**config.mk**
```make
export PLATFORM = sky130hd
export DESIGN_NAME = dual_stack_shared_store_core
export DESIGN_NICKNAME = d
export VERILOG_FILES = /design/src/dss_pkg.sv /design/src/dual_stack_shared_store_core.sv /design/src/dss_ram.sv /design/src/dss_front.sv /design/src/dss_back.sv
export SDC_FILE = /design/constraint.sdc
export NUM_CORES = 1
export LEC_CHECK = 0
export BUFFER_PORTS_ARGS = -buffer_cell sky130_fd_sc_hd__buf_4
export CORE_MARGIN = 4
export CORE_UTILIZATION = 55
export CTS_CLUSTER_DIAMETER = 40
export DETAILED_ROUTE_END_ITERATION = 8
export MAX_ROUTING_LAYER = met4
export PLACE_DENSITY = 0.71
export SLEW_MARGIN = 40
export SYNTH_ARGS = -nofsm -noshare
export SYNTH_HDL_FRONTEND = slang
export SYNTH_SLANG_ARGS = --single-unit
```
**constraint.sdc**
```tcl
create_clock -name clk -period 4.85 [get_ports clk]
set_clock_uncertainty 0.05 [all_clocks]
set_input_delay 0.97 -clock clk [delete_from_list [all_inputs] [get_ports clk]]
set_output_delay 0.97 -clock clk [all_outputs]
set_load 0.005 [all_outputs]
```
**src/dss_pkg.sv**
```systemverilog
// ----------------------------------------------------------------------------
// dss_pkg
// Shared types and codes for the dual stack block: request codes, result
// status codes and the command word passed from the front end to the back end.
// ----------------------------------------------------------------------------
`default_nettype none

package dss_pkg;

  // Request codes as seen on the input channel
  localparam logic [2:0] REQ_PUSH_LOW  = 3'd0;
  localparam logic [2:0] REQ_PUSH_HIGH = 3'd1;
  localparam logic [2:0] REQ_POP_LOW   = 3'd2;
  localparam logic [2:0] REQ_POP_HIGH  = 3'd3;
  localparam logic [2:0] REQ_SHOW_LOW  = 3'd4;
  localparam logic [2:0] REQ_SHOW_HIGH = 3'd5;

  // Result status codes
  localparam logic [1:0] ST_OK       = 2'd0;
  localparam logic [1:0] ST_OVERFLOW = 2'd1;
  localparam logic [1:0] ST_EMPTY    = 2'd2;

  localparam int unsigned DATA_W = 32;

  // Decoded operation
  typedef enum logic [1:0] {
    OP_PUSH = 2'd0,
    OP_POP  = 2'd1,
    OP_SHOW = 2'd2
  } op_t;

  // Which stack a command targets
  typedef enum logic {
    SIDE_LOW  = 1'b0,
    SIDE_HIGH = 1'b1
  } side_t;

  // Command word held in the queue between front and back
  typedef struct packed {
    op_t                       op;
    side_t                     side;
    logic signed [DATA_W-1:0]  value;
  } cmd_t;

  // Queue handshake toward the back end
  typedef struct packed {
    logic valid;
    cmd_t cmd;
  } cmdq_t;

endpackage

`default_nettype wire

```
**src/dual_stack_shared_store_core.sv**
```systemverilog
// ----------------------------------------------------------------------------
// dual_stack_shared_store_core
// Two LIFO stacks in one shared store: the low stack grows up from entry 0,
// the high stack down from the top entry. Push, pop and show requests.
//
//   channel  direction  handshake            payload
//   in_      input      in_valid / in_stall  in_req_type, in_value
//   out_     output     out_valid/out_stall  out_status, out_data, out_last
//
// A push, an overflow or an empty result is answered from the idle state; a pop
// reads the store, then emits the result. A show emits one entry per store read,
// paced by the single read port of the store.
// The front queue holds two requests, so input is taken while the back end
// works or the result register is stalled. Reset clears both stack counts;
// the store needs no clearing pass. Unused request codes are taken and dropped.
// ----------------------------------------------------------------------------
`default_nettype none

module dual_stack_shared_store_core
  import dss_pkg::*;
#(
  parameter int unsigned DEPTH = 32
) (
  input  wire logic                      clk,
  input  wire logic                      rst_n,
  input  wire logic                      in_valid,
  output logic                           in_stall,
  input  wire logic [2:0]                in_req_type,
  input  wire logic signed [DATA_W-1:0]  in_value,
  output logic                           out_valid,
  input  wire logic                      out_stall,
  output logic [1:0]                     out_status,
  output logic signed [DATA_W-1:0]       out_data,
  output logic                           out_last
);

  cmdq_t q;
  logic  q_pop;

  // Accept and decode
  dss_front u_front (
    .clk         (clk),
    .rst_n       (rst_n),
    .in_valid    (in_valid),
    .in_stall    (in_stall),
    .in_req_type (in_req_type),
    .in_value    (in_value),
    .q_out       (q),
    .q_pop       (q_pop)
  );

  // Execute and emit results
  dss_back #(
    .DEPTH (DEPTH)
  ) u_back (
    .clk        (clk),
    .rst_n      (rst_n),
    .q_in       (q),
    .q_pop      (q_pop),
    .out_valid  (out_valid),
    .out_stall  (out_stall),
    .out_status (out_status),
    .out_data   (out_data),
    .out_last   (out_last)
  );

endmodule

`default_nettype wire

```
**src/dss_ram.sv**
```systemverilog
// ----------------------------------------------------------------------------
// dss_ram
// Generic single-write, single-read RAM with registered read data. Read data
// holds while no read is issued.
// ----------------------------------------------------------------------------
`default_nettype none

module dss_ram #(
  parameter int unsigned WIDTH = 32,
  parameter int unsigned DEPTH = 32
) (
  input  wire logic                       clk,
  input  wire logic                       we,
  input  wire logic [$clog2(DEPTH)-1:0]   waddr,
  input  wire logic [WIDTH-1:0]           wdata,
  input  wire logic                       re,
  input  wire logic [$clog2(DEPTH)-1:0]   raddr,
  output logic      [WIDTH-1:0]           rdata
);

  logic [WIDTH-1:0] mem_r [DEPTH];

  // Write port
  always_ff @(posedge clk) begin
    if (we) begin
      mem_r[waddr] <= wdata;
    end
  end

  // Registered read port
  always_ff @(posedge clk) begin
    if (re) begin
      rdata <= mem_r[raddr];
    end
  end

endmodule

`default_nettype wire

```
**src/dss_front.sv**
```systemverilog
// ----------------------------------------------------------------------------
// dss_front
// Input side: accepts transactions, decodes the request code into a command
// and holds it in a two-entry queue for the back end. Unused request codes
// are accepted and dropped.
// ----------------------------------------------------------------------------
`default_nettype none

module dss_front
  import dss_pkg::*;
(
  input  wire logic                      clk,
  input  wire logic                      rst_n,
  input  wire logic                      in_valid,
  output logic                           in_stall,
  input  wire logic [2:0]                in_req_type,
  input  wire logic signed [DATA_W-1:0]  in_value,
  output cmdq_t                          q_out,
  input  wire logic                      q_pop
);

  cmd_t       q_mem_r [2];
  logic       wr_ptr_r, wr_ptr_nxt;
  logic       rd_ptr_r, rd_ptr_nxt;
  logic [1:0] cnt_r, cnt_nxt;
  cmd_t       dec_cmd;
  logic       dec_ok;
  logic       push;

  // Request decode
  always_comb begin
    dec_cmd.value = in_value;
    dec_cmd.op    = OP_PUSH;
    dec_cmd.side  = SIDE_LOW;
    dec_ok        = 1'b1;
    unique case (in_req_type)
      REQ_PUSH_LOW:  begin dec_cmd.op = OP_PUSH; dec_cmd.side = SIDE_LOW;  end
      REQ_PUSH_HIGH: begin dec_cmd.op = OP_PUSH; dec_cmd.side = SIDE_HIGH; end
      REQ_POP_LOW:   begin dec_cmd.op = OP_POP;  dec_cmd.side = SIDE_LOW;  end
      REQ_POP_HIGH:  begin dec_cmd.op = OP_POP;  dec_cmd.side = SIDE_HIGH; end
      REQ_SHOW_LOW:  begin dec_cmd.op = OP_SHOW; dec_cmd.side = SIDE_LOW;  end
      REQ_SHOW_HIGH: begin dec_cmd.op = OP_SHOW; dec_cmd.side = SIDE_HIGH; end
      default:       dec_ok = 1'b0;
    endcase
  end

  // Queue control
  assign in_stall    = (cnt_r == 2'd2);
  assign push        = in_valid && !in_stall && dec_ok;
  assign q_out.valid = (cnt_r != 2'd0);
  assign q_out.cmd   = q_mem_r[rd_ptr_r];

  always_comb begin
    wr_ptr_nxt = push  ? ~wr_ptr_r : wr_ptr_r;
    rd_ptr_nxt = q_pop ? ~rd_ptr_r : rd_ptr_r;
    cnt_nxt    = cnt_r + {1'b0, push} - {1'b0, q_pop};
  end

  always_ff @(posedge clk) begin
    if (!rst_n) begin
      wr_ptr_r <= 1'b0;
      rd_ptr_r <= 1'b0;
      cnt_r    <= 2'd0;
    end else begin
      wr_ptr_r <= wr_ptr_nxt;
      rd_ptr_r <= rd_ptr_nxt;
      cnt_r    <= cnt_nxt;
    end
  end

  // Queue storage, no reset
  always_ff @(posedge clk) begin
    if (push) begin
      q_mem_r[wr_ptr_r] <= dec_cmd;
    end
  end

endmodule

`default_nettype wire

```
**src/dss_back.sv**
```systemverilog
// ----------------------------------------------------------------------------
// dss_back
// Execution side: owns the two stack counts and the shared store, carries out
// one command at a time and drives the registered result channel. Shows walk
// the stack one entry per cycle while the result channel is not stalled.
// ----------------------------------------------------------------------------
`default_nettype none

module dss_back
  import dss_pkg::*;
#(
  parameter int unsigned DEPTH = 32
) (
  input  wire logic                      clk,
  input  wire logic                      rst_n,
  input  wire cmdq_t                     q_in,
  output logic                           q_pop,
  output logic                           out_valid,
  input  wire logic                      out_stall,
  output logic [1:0]                     out_status,
  output logic signed [DATA_W-1:0]       out_data,
  output logic                           out_last
);

  localparam int unsigned AW = $clog2(DEPTH);
  localparam int unsigned CW = $clog2(DEPTH + 1);

  typedef enum logic [1:0] {
    S_IDLE = 2'b01,
    S_DATA = 2'b10
  } state_t;

  state_t                    state_r, state_nxt;
  logic [CW-1:0]             low_cnt_r, low_cnt_nxt;
  logic [CW-1:0]             high_cnt_r, high_cnt_nxt;
  logic [AW-1:0]             addr_r, addr_nxt;
  side_t                     side_r, side_nxt;
  logic                      last_r, last_nxt;
  logic                      out_valid_r, out_valid_nxt;
  logic [1:0]                out_status_r, out_status_nxt;
  logic signed [DATA_W-1:0]  out_data_r, out_data_nxt;
  logic                      out_last_r, out_last_nxt;

  logic                      ram_we, ram_re;
  logic [AW-1:0]             ram_waddr, ram_raddr;
  logic [DATA_W-1:0]         ram_rdata;

  logic [CW:0]               total;
  logic                      full;
  logic                      out_free;
  logic [AW-1:0]             next_addr;
  logic                      sel_empty;
  logic [AW-1:0]             pop_addr;
  logic [AW-1:0]             show_addr;

  localparam logic [AW-1:0] ADDR_TOP = AW'(DEPTH - 1);

  assign total    = {1'b0, low_cnt_r} + {1'b0, high_cnt_r};
  assign full     = (total >= (CW+1)'(DEPTH));
  assign out_free = !out_valid_r || !out_stall;

  // Per-side addresses of the current command
  always_comb begin
    if (q_in.cmd.side == SIDE_LOW) begin
      sel_empty = (low_cnt_r == '0);
      pop_addr  = AW'(low_cnt_r - CW'(1));
      show_addr = AW'(low_cnt_r - CW'(1));
    end else begin
      sel_empty = (high_cnt_r == '0);
      pop_addr  = AW'(CW'(DEPTH) - high_cnt_r);
      show_addr = AW'(CW'(DEPTH) - high_cnt_r);
    end
  end

  // Next entry of a show walk
  assign next_addr = (side_r == SIDE_LOW) ? addr_r - AW'(1) : addr_r + AW'(1);

  // Sequencer
  always_comb begin
    state_nxt      = state_r;
    low_cnt_nxt    = low_cnt_r;
    high_cnt_nxt   = high_cnt_r;
    addr_nxt       = addr_r;
    side_nxt       = side_r;
    last_nxt       = last_r;
    out_valid_nxt  = out_valid_r && out_stall;
    out_status_nxt = out_status_r;
    out_data_nxt   = out_data_r;
    out_last_nxt   = out_last_r;
    q_pop          = 1'b0;
    ram_we         = 1'b0;
    ram_waddr      = AW'(low_cnt_r);
    ram_re         = 1'b0;
    ram_raddr      = pop_addr;

    unique case (state_r)
      S_IDLE: begin
        if (q_in.valid && out_free) begin
          q_pop    = 1'b1;
          side_nxt = q_in.cmd.side;
          unique case (q_in.cmd.op)
            OP_PUSH: begin
              out_valid_nxt  = 1'b1;
              out_data_nxt   = '0;
              out_last_nxt   = 1'b1;
              if (full) begin
                out_status_nxt = ST_OVERFLOW;
              end else begin
                out_status_nxt = ST_OK;
                ram_we         = 1'b1;
                if (q_in.cmd.side == SIDE_LOW) begin
                  ram_waddr   = AW'(low_cnt_r);
                  low_cnt_nxt = low_cnt_r + CW'(1);
                end else begin
                  ram_waddr    = AW'(CW'(DEPTH - 1) - high_cnt_r);
                  high_cnt_nxt = high_cnt_r + CW'(1);
                end
              end
            end
            OP_POP, OP_SHOW: begin
              if (sel_empty) begin
                out_valid_nxt  = 1'b1;
                out_status_nxt = ST_EMPTY;
                out_data_nxt   = '0;
                out_last_nxt   = 1'b1;
              end else if (q_in.cmd.op == OP_POP) begin
                ram_re    = 1'b1;
                ram_raddr = pop_addr;
                last_nxt  = 1'b1;
                state_nxt = S_DATA;
                if (q_in.cmd.side == SIDE_LOW) begin
                  low_cnt_nxt = low_cnt_r - CW'(1);
                end else begin
                  high_cnt_nxt = high_cnt_r - CW'(1);
                end
              end else begin
                ram_re    = 1'b1;
                ram_raddr = show_addr;
                addr_nxt  = show_addr;
                last_nxt  = (q_in.cmd.side == SIDE_LOW) ? (show_addr == '0)
                                                        : (show_addr == ADDR_TOP);
                state_nxt = S_DATA;
              end
            end
            default: begin
              q_pop = 1'b1;
            end
          endcase
        end
      end
      S_DATA: begin
        // Emit the word read from the store, fetch the next one of a show
        if (out_free) begin
          out_valid_nxt  = 1'b1;
          out_status_nxt = ST_OK;
          out_data_nxt   = $signed(ram_rdata);
          out_last_nxt   = last_r;
          if (last_r) begin
            state_nxt = S_IDLE;
          end else begin
            ram_re    = 1'b1;
            ram_raddr = next_addr;
            addr_nxt  = next_addr;
            last_nxt  = (side_r == SIDE_LOW) ? (next_addr == '0)
                                             : (next_addr == ADDR_TOP);
          end
        end
      end
      default: begin
        state_nxt = S_IDLE;
      end
    endcase
  end

  // Control registers
  always_ff @(posedge clk) begin
    if (!rst_n) begin
      state_r     <= S_IDLE;
      low_cnt_r   <= '0;
      high_cnt_r  <= '0;
      out_valid_r <= 1'b0;
    end else begin
      state_r     <= state_nxt;
      low_cnt_r   <= low_cnt_nxt;
      high_cnt_r  <= high_cnt_nxt;
      out_valid_r <= out_valid_nxt;
    end
  end

  // Payload registers
  always_ff @(posedge clk) begin
    addr_r       <= addr_nxt;
    side_r       <= side_nxt;
    last_r       <= last_nxt;
    out_status_r <= out_status_nxt;
    out_data_r   <= out_data_nxt;
    out_last_r   <= out_last_nxt;
  end

  // Shared store
  dss_ram #(
    .WIDTH (DATA_W),
    .DEPTH (DEPTH)
  ) u_ram (
    .clk   (clk),
    .we    (ram_we),
    .waddr (ram_waddr),
    .wdata (DATA_W'($unsigned(q_in.cmd.value))),
    .re    (ram_re),
    .raddr (ram_raddr),
    .rdata (ram_rdata)
  );

  assign out_valid  = out_valid_r;
  assign out_status = out_status_r;
  assign out_data   = out_data_r;
  assign out_last   = out_last_r;

  // Checks
  a_cnt_bound: assert property (@(posedge clk) disable iff (!rst_n)
    total <= (CW+1)'(DEPTH))
    else $error("stack counts exceed store depth");

  a_pop_idle: assert property (@(posedge clk) disable iff (!rst_n)
    q_pop |-> state_r == S_IDLE)
    else $error("queue popped while a command is in progress");

  a_we_idle: assert property (@(posedge clk) disable iff (!rst_n)
    ram_we |-> (state_r == S_IDLE) && !ram_re)
    else $error("store write outside of idle");

  a_push_count: assert property (@(posedge clk) disable iff (!rst_n)
    ram_we |=> total == $past(total) + (CW+1)'(1))
    else $error("successful push did not grow the stacks by one");

  a_data_read: assert property (@(posedge clk) disable iff (!rst_n)
    (state_r == S_IDLE) && (state_nxt == S_DATA) |-> ram_re)
    else $error("data state entered without a store read");

endmodule

`default_nettype wire

```
==> results of run 1 <==
## sequential cells by signal, summed over array words and instances (netlist names), named ones only
signal / cells
u_back.low_cnt_r: 6
u_back.u_ram.rdata: 32
u_front.q_mem_r: 70
u_back.out_last: 1
u_back.out_data: 32
u_back.last_r: 1
u_back.high_cnt_r: 6
u_front.rd_ptr_r: 1
u_front.wr_ptr_r: 1
u_back.out_valid: 1
u_back.out_status: 2
u_back.state_r: 2
u_front.cnt_r: 2
u_back.addr_r: 5
u_back.side_r: 1
u_back.u_ram.mem_r: 1024
## how the worst max path moves through the flow
stage,from,end,slack (ns)
2_1_floorplan,u_back.high_cnt_r[0]$_SDFFE_PN0P_,u_back.u_ram.mem_r[25][0]$_DFFE_PP_,0.63
3_3_place_gp,u_back.addr_r[0]$_DFFE_PP_,u_back.u_ram.rdata[8]$_DFFE_PP_,0.64
3_5_place_dp,u_back.addr_r[0]$_DFFE_PP_,u_back.u_ram.rdata[8]$_DFFE_PP_,0.54
4_1_cts,u_back.addr_r[0]$_DFFE_PP_,u_back.u_ram.rdata[8]$_DFFE_PP_,0.52
5_1_grt,u_back.addr_r[0]$_DFFE_PP_,u_back.u_ram.rdata[8]$_DFFE_PP_,0.33
6_report,u_back.addr_r[0]$_DFFE_PP_,u_back.u_ram.rdata[8]$_DFFE_PP_,0.48
## cells by family (layout without fill, tap and decap cells)
| kind of cell | Yosys count | count (layout) | synth area share |
|---|---|---|---|
| AO/OA/AOI/OAI | 713 | 713 | 0.106 |
| XOR/XNOR | 25 | 25 | 0.00465 |
| adder cells (fa/ha/maj) | 33 | 33 | 0.00925 |
| buffers and inverters | 248 | 477 | 0.0229 |
| flip-flops | 1188 | 1188 | 0.753 |
| multiplexers | 75 | 75 | 0.0180 |
| other | 0 | 5 | 0 |
| AND/OR/NAND/NOR | 1011 | 1011 | 0.0860 |
## layer usage
| metal | vias to the layer above | global-route usage | routed length, um |
|---|---|---|---|
| met5 | - | - | 0 |
| met1 | 14600 | 0.364 | 47600 |
| li1 | 12800 | - | - |
| met3 | 243 | 0.0552 | 11600 |
| met2 | 1528 | 0.428 | 57800 |
| met4 | 0 | 0.114 | 4820 |
## layout make-up
type | instances | area share
Timing Repair Buffer | 191 | 0.0343
Sequential cell | 1188 | 0.652
Multi-Input combinational cell | 1857 | 0.201
Tap cell | 1144 | 0.0263
Antenna cell | 5 | 0.000230
Clock inverter | 86 | 0.0153
Inverter | 26 | 0.00179
Clock buffer | 174 | 0.0694
## power groups by stage
stage / clock, mW / combinational, mW / sequential, mW
4_1_cts: 10.4 / 18.3 / 13.0
6_report: 10.3 / 18.6 / 13.0
2_1_floorplan: 0 / 11.4 / 13.1
3_5_place_dp: 0 / 18.1 / 13.2
3_3_place_gp: 0 / 17.5 / 13.2
5_1_grt: 10.8 / 19.9 / 13.1
## layout by cell type (no fill, tap or decap), drive strengths merged, types with 4 or more instances in the layout
master       n
clkbuf     174
diode        5
xnor2       20
edfxtp    1168
xor2         5
nor2        55
a21o         4
o21ai       12
dfxtp       20
a31oi        5
and2        47
mux2        65
a32oi      256
ha          30
bufinv       8
o21a         7
nor3        16
nand3        5
a21oi      281
nor2b        7
a22oi      128
buf        191
inv         48
clkinv      51
mux2i       10
clkinvlp     5
nor3b        4
nand2      856
==> flow_metrics.tcl, run 1 <==
set metrics [dict create \
    synth_top_area_share 0.745 \
    ys.flop_type "edfxtp_1" \
    grt_pass1_wl_um 179000 \
    rows 107 \
    hp-class "input pin to flop" \
    ff2ff_setup_slack_ns 0.48 \
    worstPathRequired_ns 5.26 \
    final_cells 4671 \
    area_growth_pct 15.6 \
    rsz0062_at_grt "false" \
    crit_arrival_ns 4.78 \
    synth-edff-count 1168 \
    hold_start "in_value[1]" \
    synth_area_per_cell_sq_um 14.3 \
    nNetsFinal 3478 \
    grt_overflow 0 \
    multiInputGateArea_sq_um 10900 \
    timing.hold.ws_ns 0.383 \
    peakVddDrop_mv 0.856 \
    ys_seq_area_frac 0.753 \
    ys_ff_latch 1188 \
    slew_violations 0 \
    cts-root-buf "clkbuf_16" \
    dieArea_sq_um 90400 \
    path_depth 13 \
    initial_core_util 0.554 \
    rr_worst_depth 13 \
    setup.worst_path.start_class "flop" \
    drv_cap 0 \
    period_needed_ns 4.37 \
    synth_common_cells "1168 x edfxtp_1, 856 x nand2_1, 279 x a21oi_1" \
    clockBufferDepth 3 \
    synth_area_sq_um 47100 \
    synthDistinctLibCells 57 \
    max_stage_delay_ns 0.58 \
    grt_pass1_vias 28900 \
    vias 29200 \
    critPathTopFamily "compound AO/OA/AOI/OAI gates" \
    async_reset_ff_frac 0 \
    synth_nets 3365 \
    power.density_nw_per_um2 770 \
    cts_tree "yes" \
    hold_path_end "u_front.q_mem_r[0][1]$_DFFE_PP_" \
    synthMostInstantiatedCell "edfxtp_1" \
    antenna_found_initial 9 \
    coreArea_sq_um 85000 \
    fill_cells 5927 \
    utilization 0.640 \
    grt_use_total 0.276 \
    wl_per_cell_um 26.1 \
    gp_congestion 0.888 \
    yosysWarnings 0 \
    die_y_um 301 \
    dieWidth_um 301 \
    io_pins 76 \
    end_kind "flop" \
    hold_buffers 0 \
    combPwrFrac 0.444 \
    p_leak_nw 18.2 \
    timing.rr.start "u_back.addr_r[0]$_DFFE_PP_" \
    cts.sinks 1188 \
    worstPathMaxFanout 31 \
    max_freq_ghz 0.229 \
    post_cts_resized 0 \
    clkPwrFrac 0.245 \
    grt_max_degree 197 \
    hold_violations 0 \
    crit_chain "inv_1 > fa_1 > xor2_1 > nand3_1 > o21a_4 > buf_12 > buf_12 > buf_4 > a21oi_1 > a32oi_1 > a22oi_1 > nand2_1 > mux2_2" \
    ctsHtreeMaxLevel 4 \
    seq_area_sq_um 35500 \
    tightest_slew_ns 0.907 \
    final_area_sq_um 54400 \
    whs_path_depth 1 \
    crit_slowest_cell "a22oi_1" \
    synth_area_leaders "edfxtp_1 74%, nand2_1 6.8%, a32oi_1 4.8%" \
    dr.pass1.iters 6 \
    drtIter0Drc 3512 \
    placed_cells 4405 \
    slew_headroom 0.396 \
    wirelength_um 122000 \
    layout-drive-gt1-share 0.151 \
    p_int_mw 24.5 \
    drc 0 \
    cpMostUsedCell "buf_12" \
    cts_buffers 142 \
    netlist_instances 3293 \
    place_ws_ns 0.540 \
    p_switching_mw 17.4 \
    pwr-share-seq 0.311 \
    cts.reportedPaths.clkPinSlew_ns 0.06 \
    p_total_mw 41.9 \
    setup_viol 0 \
    post-cts-setup-buffers 0 \
    r2r_end "u_back.u_ram.rdata[8]$_DFFE_PP_" \
    crit_type "flop to flop" \
    io_buffers 75 \
    path_buf_inv 4 \
    viasPerCell 6.25 \
    synth_top_area_cell "edfxtp_1" \
    tns_ns 0 \
    swShare 0.415 \
    fin_crit_sh 0.901 \
    drtAntennaViolNets 0 \
    dp_hpwl_um 72200 \
    placed_cell_area_sq_um 49700 \
    status "finished, final reports clean" \
    worst_slack_ns 0.480 \
    clock_latency_ns 0.72 \
]
No activity file was read; power rests on OpenSTA's default activity.
==> inputs of run 2 (changes only) <==
--- a/config.mk
+++ b/config.mk
@@ -7,11 +7,10 @@
 export LEC_CHECK = 0
 export BUFFER_PORTS_ARGS = -buffer_cell sky130_fd_sc_hd__buf_4
 export CORE_MARGIN = 4
-export CORE_UTILIZATION = 55
+export CORE_UTILIZATION = 40
 export CTS_CLUSTER_DIAMETER = 40
 export DETAILED_ROUTE_END_ITERATION = 8
 export MAX_ROUTING_LAYER = met4
-export PLACE_DENSITY = 0.71
 export SLEW_MARGIN = 40
 export SYNTH_ARGS = -nofsm -noshare
 export SYNTH_HDL_FRONTEND = slang
==> flow_metrics.tcl, run 2 (synthesis gave the netlist of run 1 again) <==
set metrics [dict create \
    status "finished, final reports clean" \
    max_freq_ghz 0.247 \
    fin_crit_sh 0.833 \
    crit_chain "ha_1 > fa_1 > nand4b_1 > nor4_1 > o31a_1 > and3_1 > nand2_1 > o31a_1 > nor2_4 > buf_4" \
    cts.sinks 1188 \
    grt_use_total 0.197 \
    drc 0 \
    area_growth_pct 18.0 \
    ctsHtreeMaxLevel 4 \
    rows 125 \
    vias 28400 \
    nNetsFinal 3483 \
    multiInputGateArea_sq_um 10900 \
    cts-root-buf "clkbuf_16" \
    end_kind "flop" \
    final_common_cell "edfxtp_1" \
    dp_hpwl_um 69100 \
    drv_cap 0 \
    post-cts-setup-buffers 0 \
    worstPathRequired_ns 5.22 \
    hp-class "input pin to flop" \
    drtIter0Drc 3043 \
    cts.reportedPaths.clkPinSlew_ns 0.06 \
    p_leak_nw 18.5 \
    tightest_slew_ns 0.860 \
    viasPerCell 5.61 \
    grt_pass1_wl_um 175000 \
    tns_ns 0 \
    clockBufferDepth 3 \
    hold_buffers 0 \
    dieWidth_um 351 \
    cts_buffers 146 \
    worst_slack_ns 0.809 \
    power.density_nw_per_um2 753 \
    rr_worst_depth 10 \
    hold_violations 0 \
    setup.worst_path.start_class "flop" \
    grt_pass1_vias 26900 \
    wirelength_um 120000 \
    io_pins 76 \
    crit_arrival_ns 4.41 \
    timing.hold.ws_ns 0.367 \
    rsz0062_at_grt "false" \
    crit_slowest_cell "nor2_4" \
    mostFrequentLayoutCells "1168 x edfxtp_1, 856 x nand2_1, 276 x a21oi_1" \
    place_ws_ns 0.823 \
    cpMostUsedCell "o31a_1" \
    critPathTopFamily "simple AND/OR/NAND/NOR gates" \
    largest_register_ffs 1024 \
    p_total_mw 41.9 \
    die_y_um 351 \
    slew_violations 0 \
    clock_latency_ns 0.73 \
    grt_max_degree 100 \
    gp_congestion 0.821 \
    layout-drive-gt1-share 0.154 \
    io_buffers 75 \
    path_depth 10 \
    period_needed_ns 4.04 \
    peakVddDrop_mv 0.694 \
    r2r_end "u_back.u_ram.mem_r[23][18]$_DFFE_PP_" \
    antenna_found_initial 6 \
    slew_headroom 0.426 \
    cp-startpoint "u_back.high_cnt_r[0]$_SDFFE_PN0P_" \
    seq_area_sq_um 35500 \
    dr.pass1.iters 6 \
    coreArea_sq_um 117000 \
    fill_cells 9809 \
    post_cts_resized 0 \
    ff2ff_setup_slack_ns 0.81 \
    max_stage_delay_ns 0.57 \
    setup_viol 0 \
    initial_core_util 0.404 \
    top_register "u_back.u_ram.mem_r" \
    path_buf_inv 1 \
    dieArea_sq_um 123000 \
    crit_type "flop to flop" \
    critPathCapture "u_back.u_ram.mem_r[23][18]$_DFFE_PP_" \
    timing.rr.start "u_back.high_cnt_r[0]$_SDFFE_PN0P_" \
    cts_tree "yes" \
    top_regs "u_back.u_ram.mem_r (1024), u_front.q_mem_r (70)" \
    worstPathMaxFanout 12 \
    grt_overflow 0 \
    drtAntennaViolNets 0 \
    wl_per_cell_um 23.7 \
]
[run 2: through the flow]
| stage | instances | utilization | cell area (sq um) |
|---|---|---|---|
| 2_1_floorplan | 3293 | - | 47100 |
| 3_3_place_gp | 4772 | 0.430 | 50100 |
| 3_5_place_dp | 4786 | 0.433 | 50400 |
| 6_report | 5057 | 0.477 | 55600 |
| 4_1_cts | 5055 | 0.476 | 55500 |
| 5_1_grt | 5057 | 0.477 | 55600 |
[run 2: final cells by class]
| type | instances | area share |
|---|---|---|
| diodes | 1 | 0.0000450 |
| multi-input cells | 1857 | 0.197 |
| well taps | 1524 | 0.0343 |
| flip-flops and latches | 1188 | 0.639 |
| repair buffers | 192 | 0.0372 |
| clock buffers | 176 | 0.0697 |
| clock inverters | 93 | 0.0217 |
| inverters | 26 | 0.00176 |
[run 2: worst min-delay path by stage]
stage / start / end / cells after the start
after floorplan: u_back.state_r[1]$_SDFFE_PN0P_ / u_back.state_r[1]$_SDFFE_PN0P_ / 2
after global placement: u_back.state_r[1]$_SDFFE_PN0P_ / u_back.state_r[1]$_SDFFE_PN0P_ / 2
after detailed placement: u_back.state_r[1]$_SDFFE_PN0P_ / u_back.state_r[1]$_SDFFE_PN0P_ / 2
after CTS: in_value[30] / u_front.q_mem_r[0][30]$_DFFE_PP_ / 1
after global routing: in_value[26] / u_front.q_mem_r[0][26]$_DFFE_PP_ / 1
final: in_value[30] / u_front.q_mem_r[0][30]$_DFFE_PP_ / 1
[run 2: power breakdown]
part           internal [mW]  total (mW)  switching (mW)
clock                   6.95        11.3            4.31
combinational           5.77        17.6            11.8
sequential              12.8        13.0           0.269
[run 2: metal layers]
| metal | GRT usage | share of wire | up-vias | wire (um) |
|---|---|---|---|---|
| met4 | 0.0661 | 0.029 | 0 | 3420 |
| met2 | 0.286 | 0.45 | 1136 | 53500 |
| met5 | - | 0 | - | 0 |
| met3 | 0.0518 | 0.093 | 185 | 11100 |
| met1 | 0.271 | 0.43 | 14300 | 51800 |
| li1 | - | - | 12800 | - |
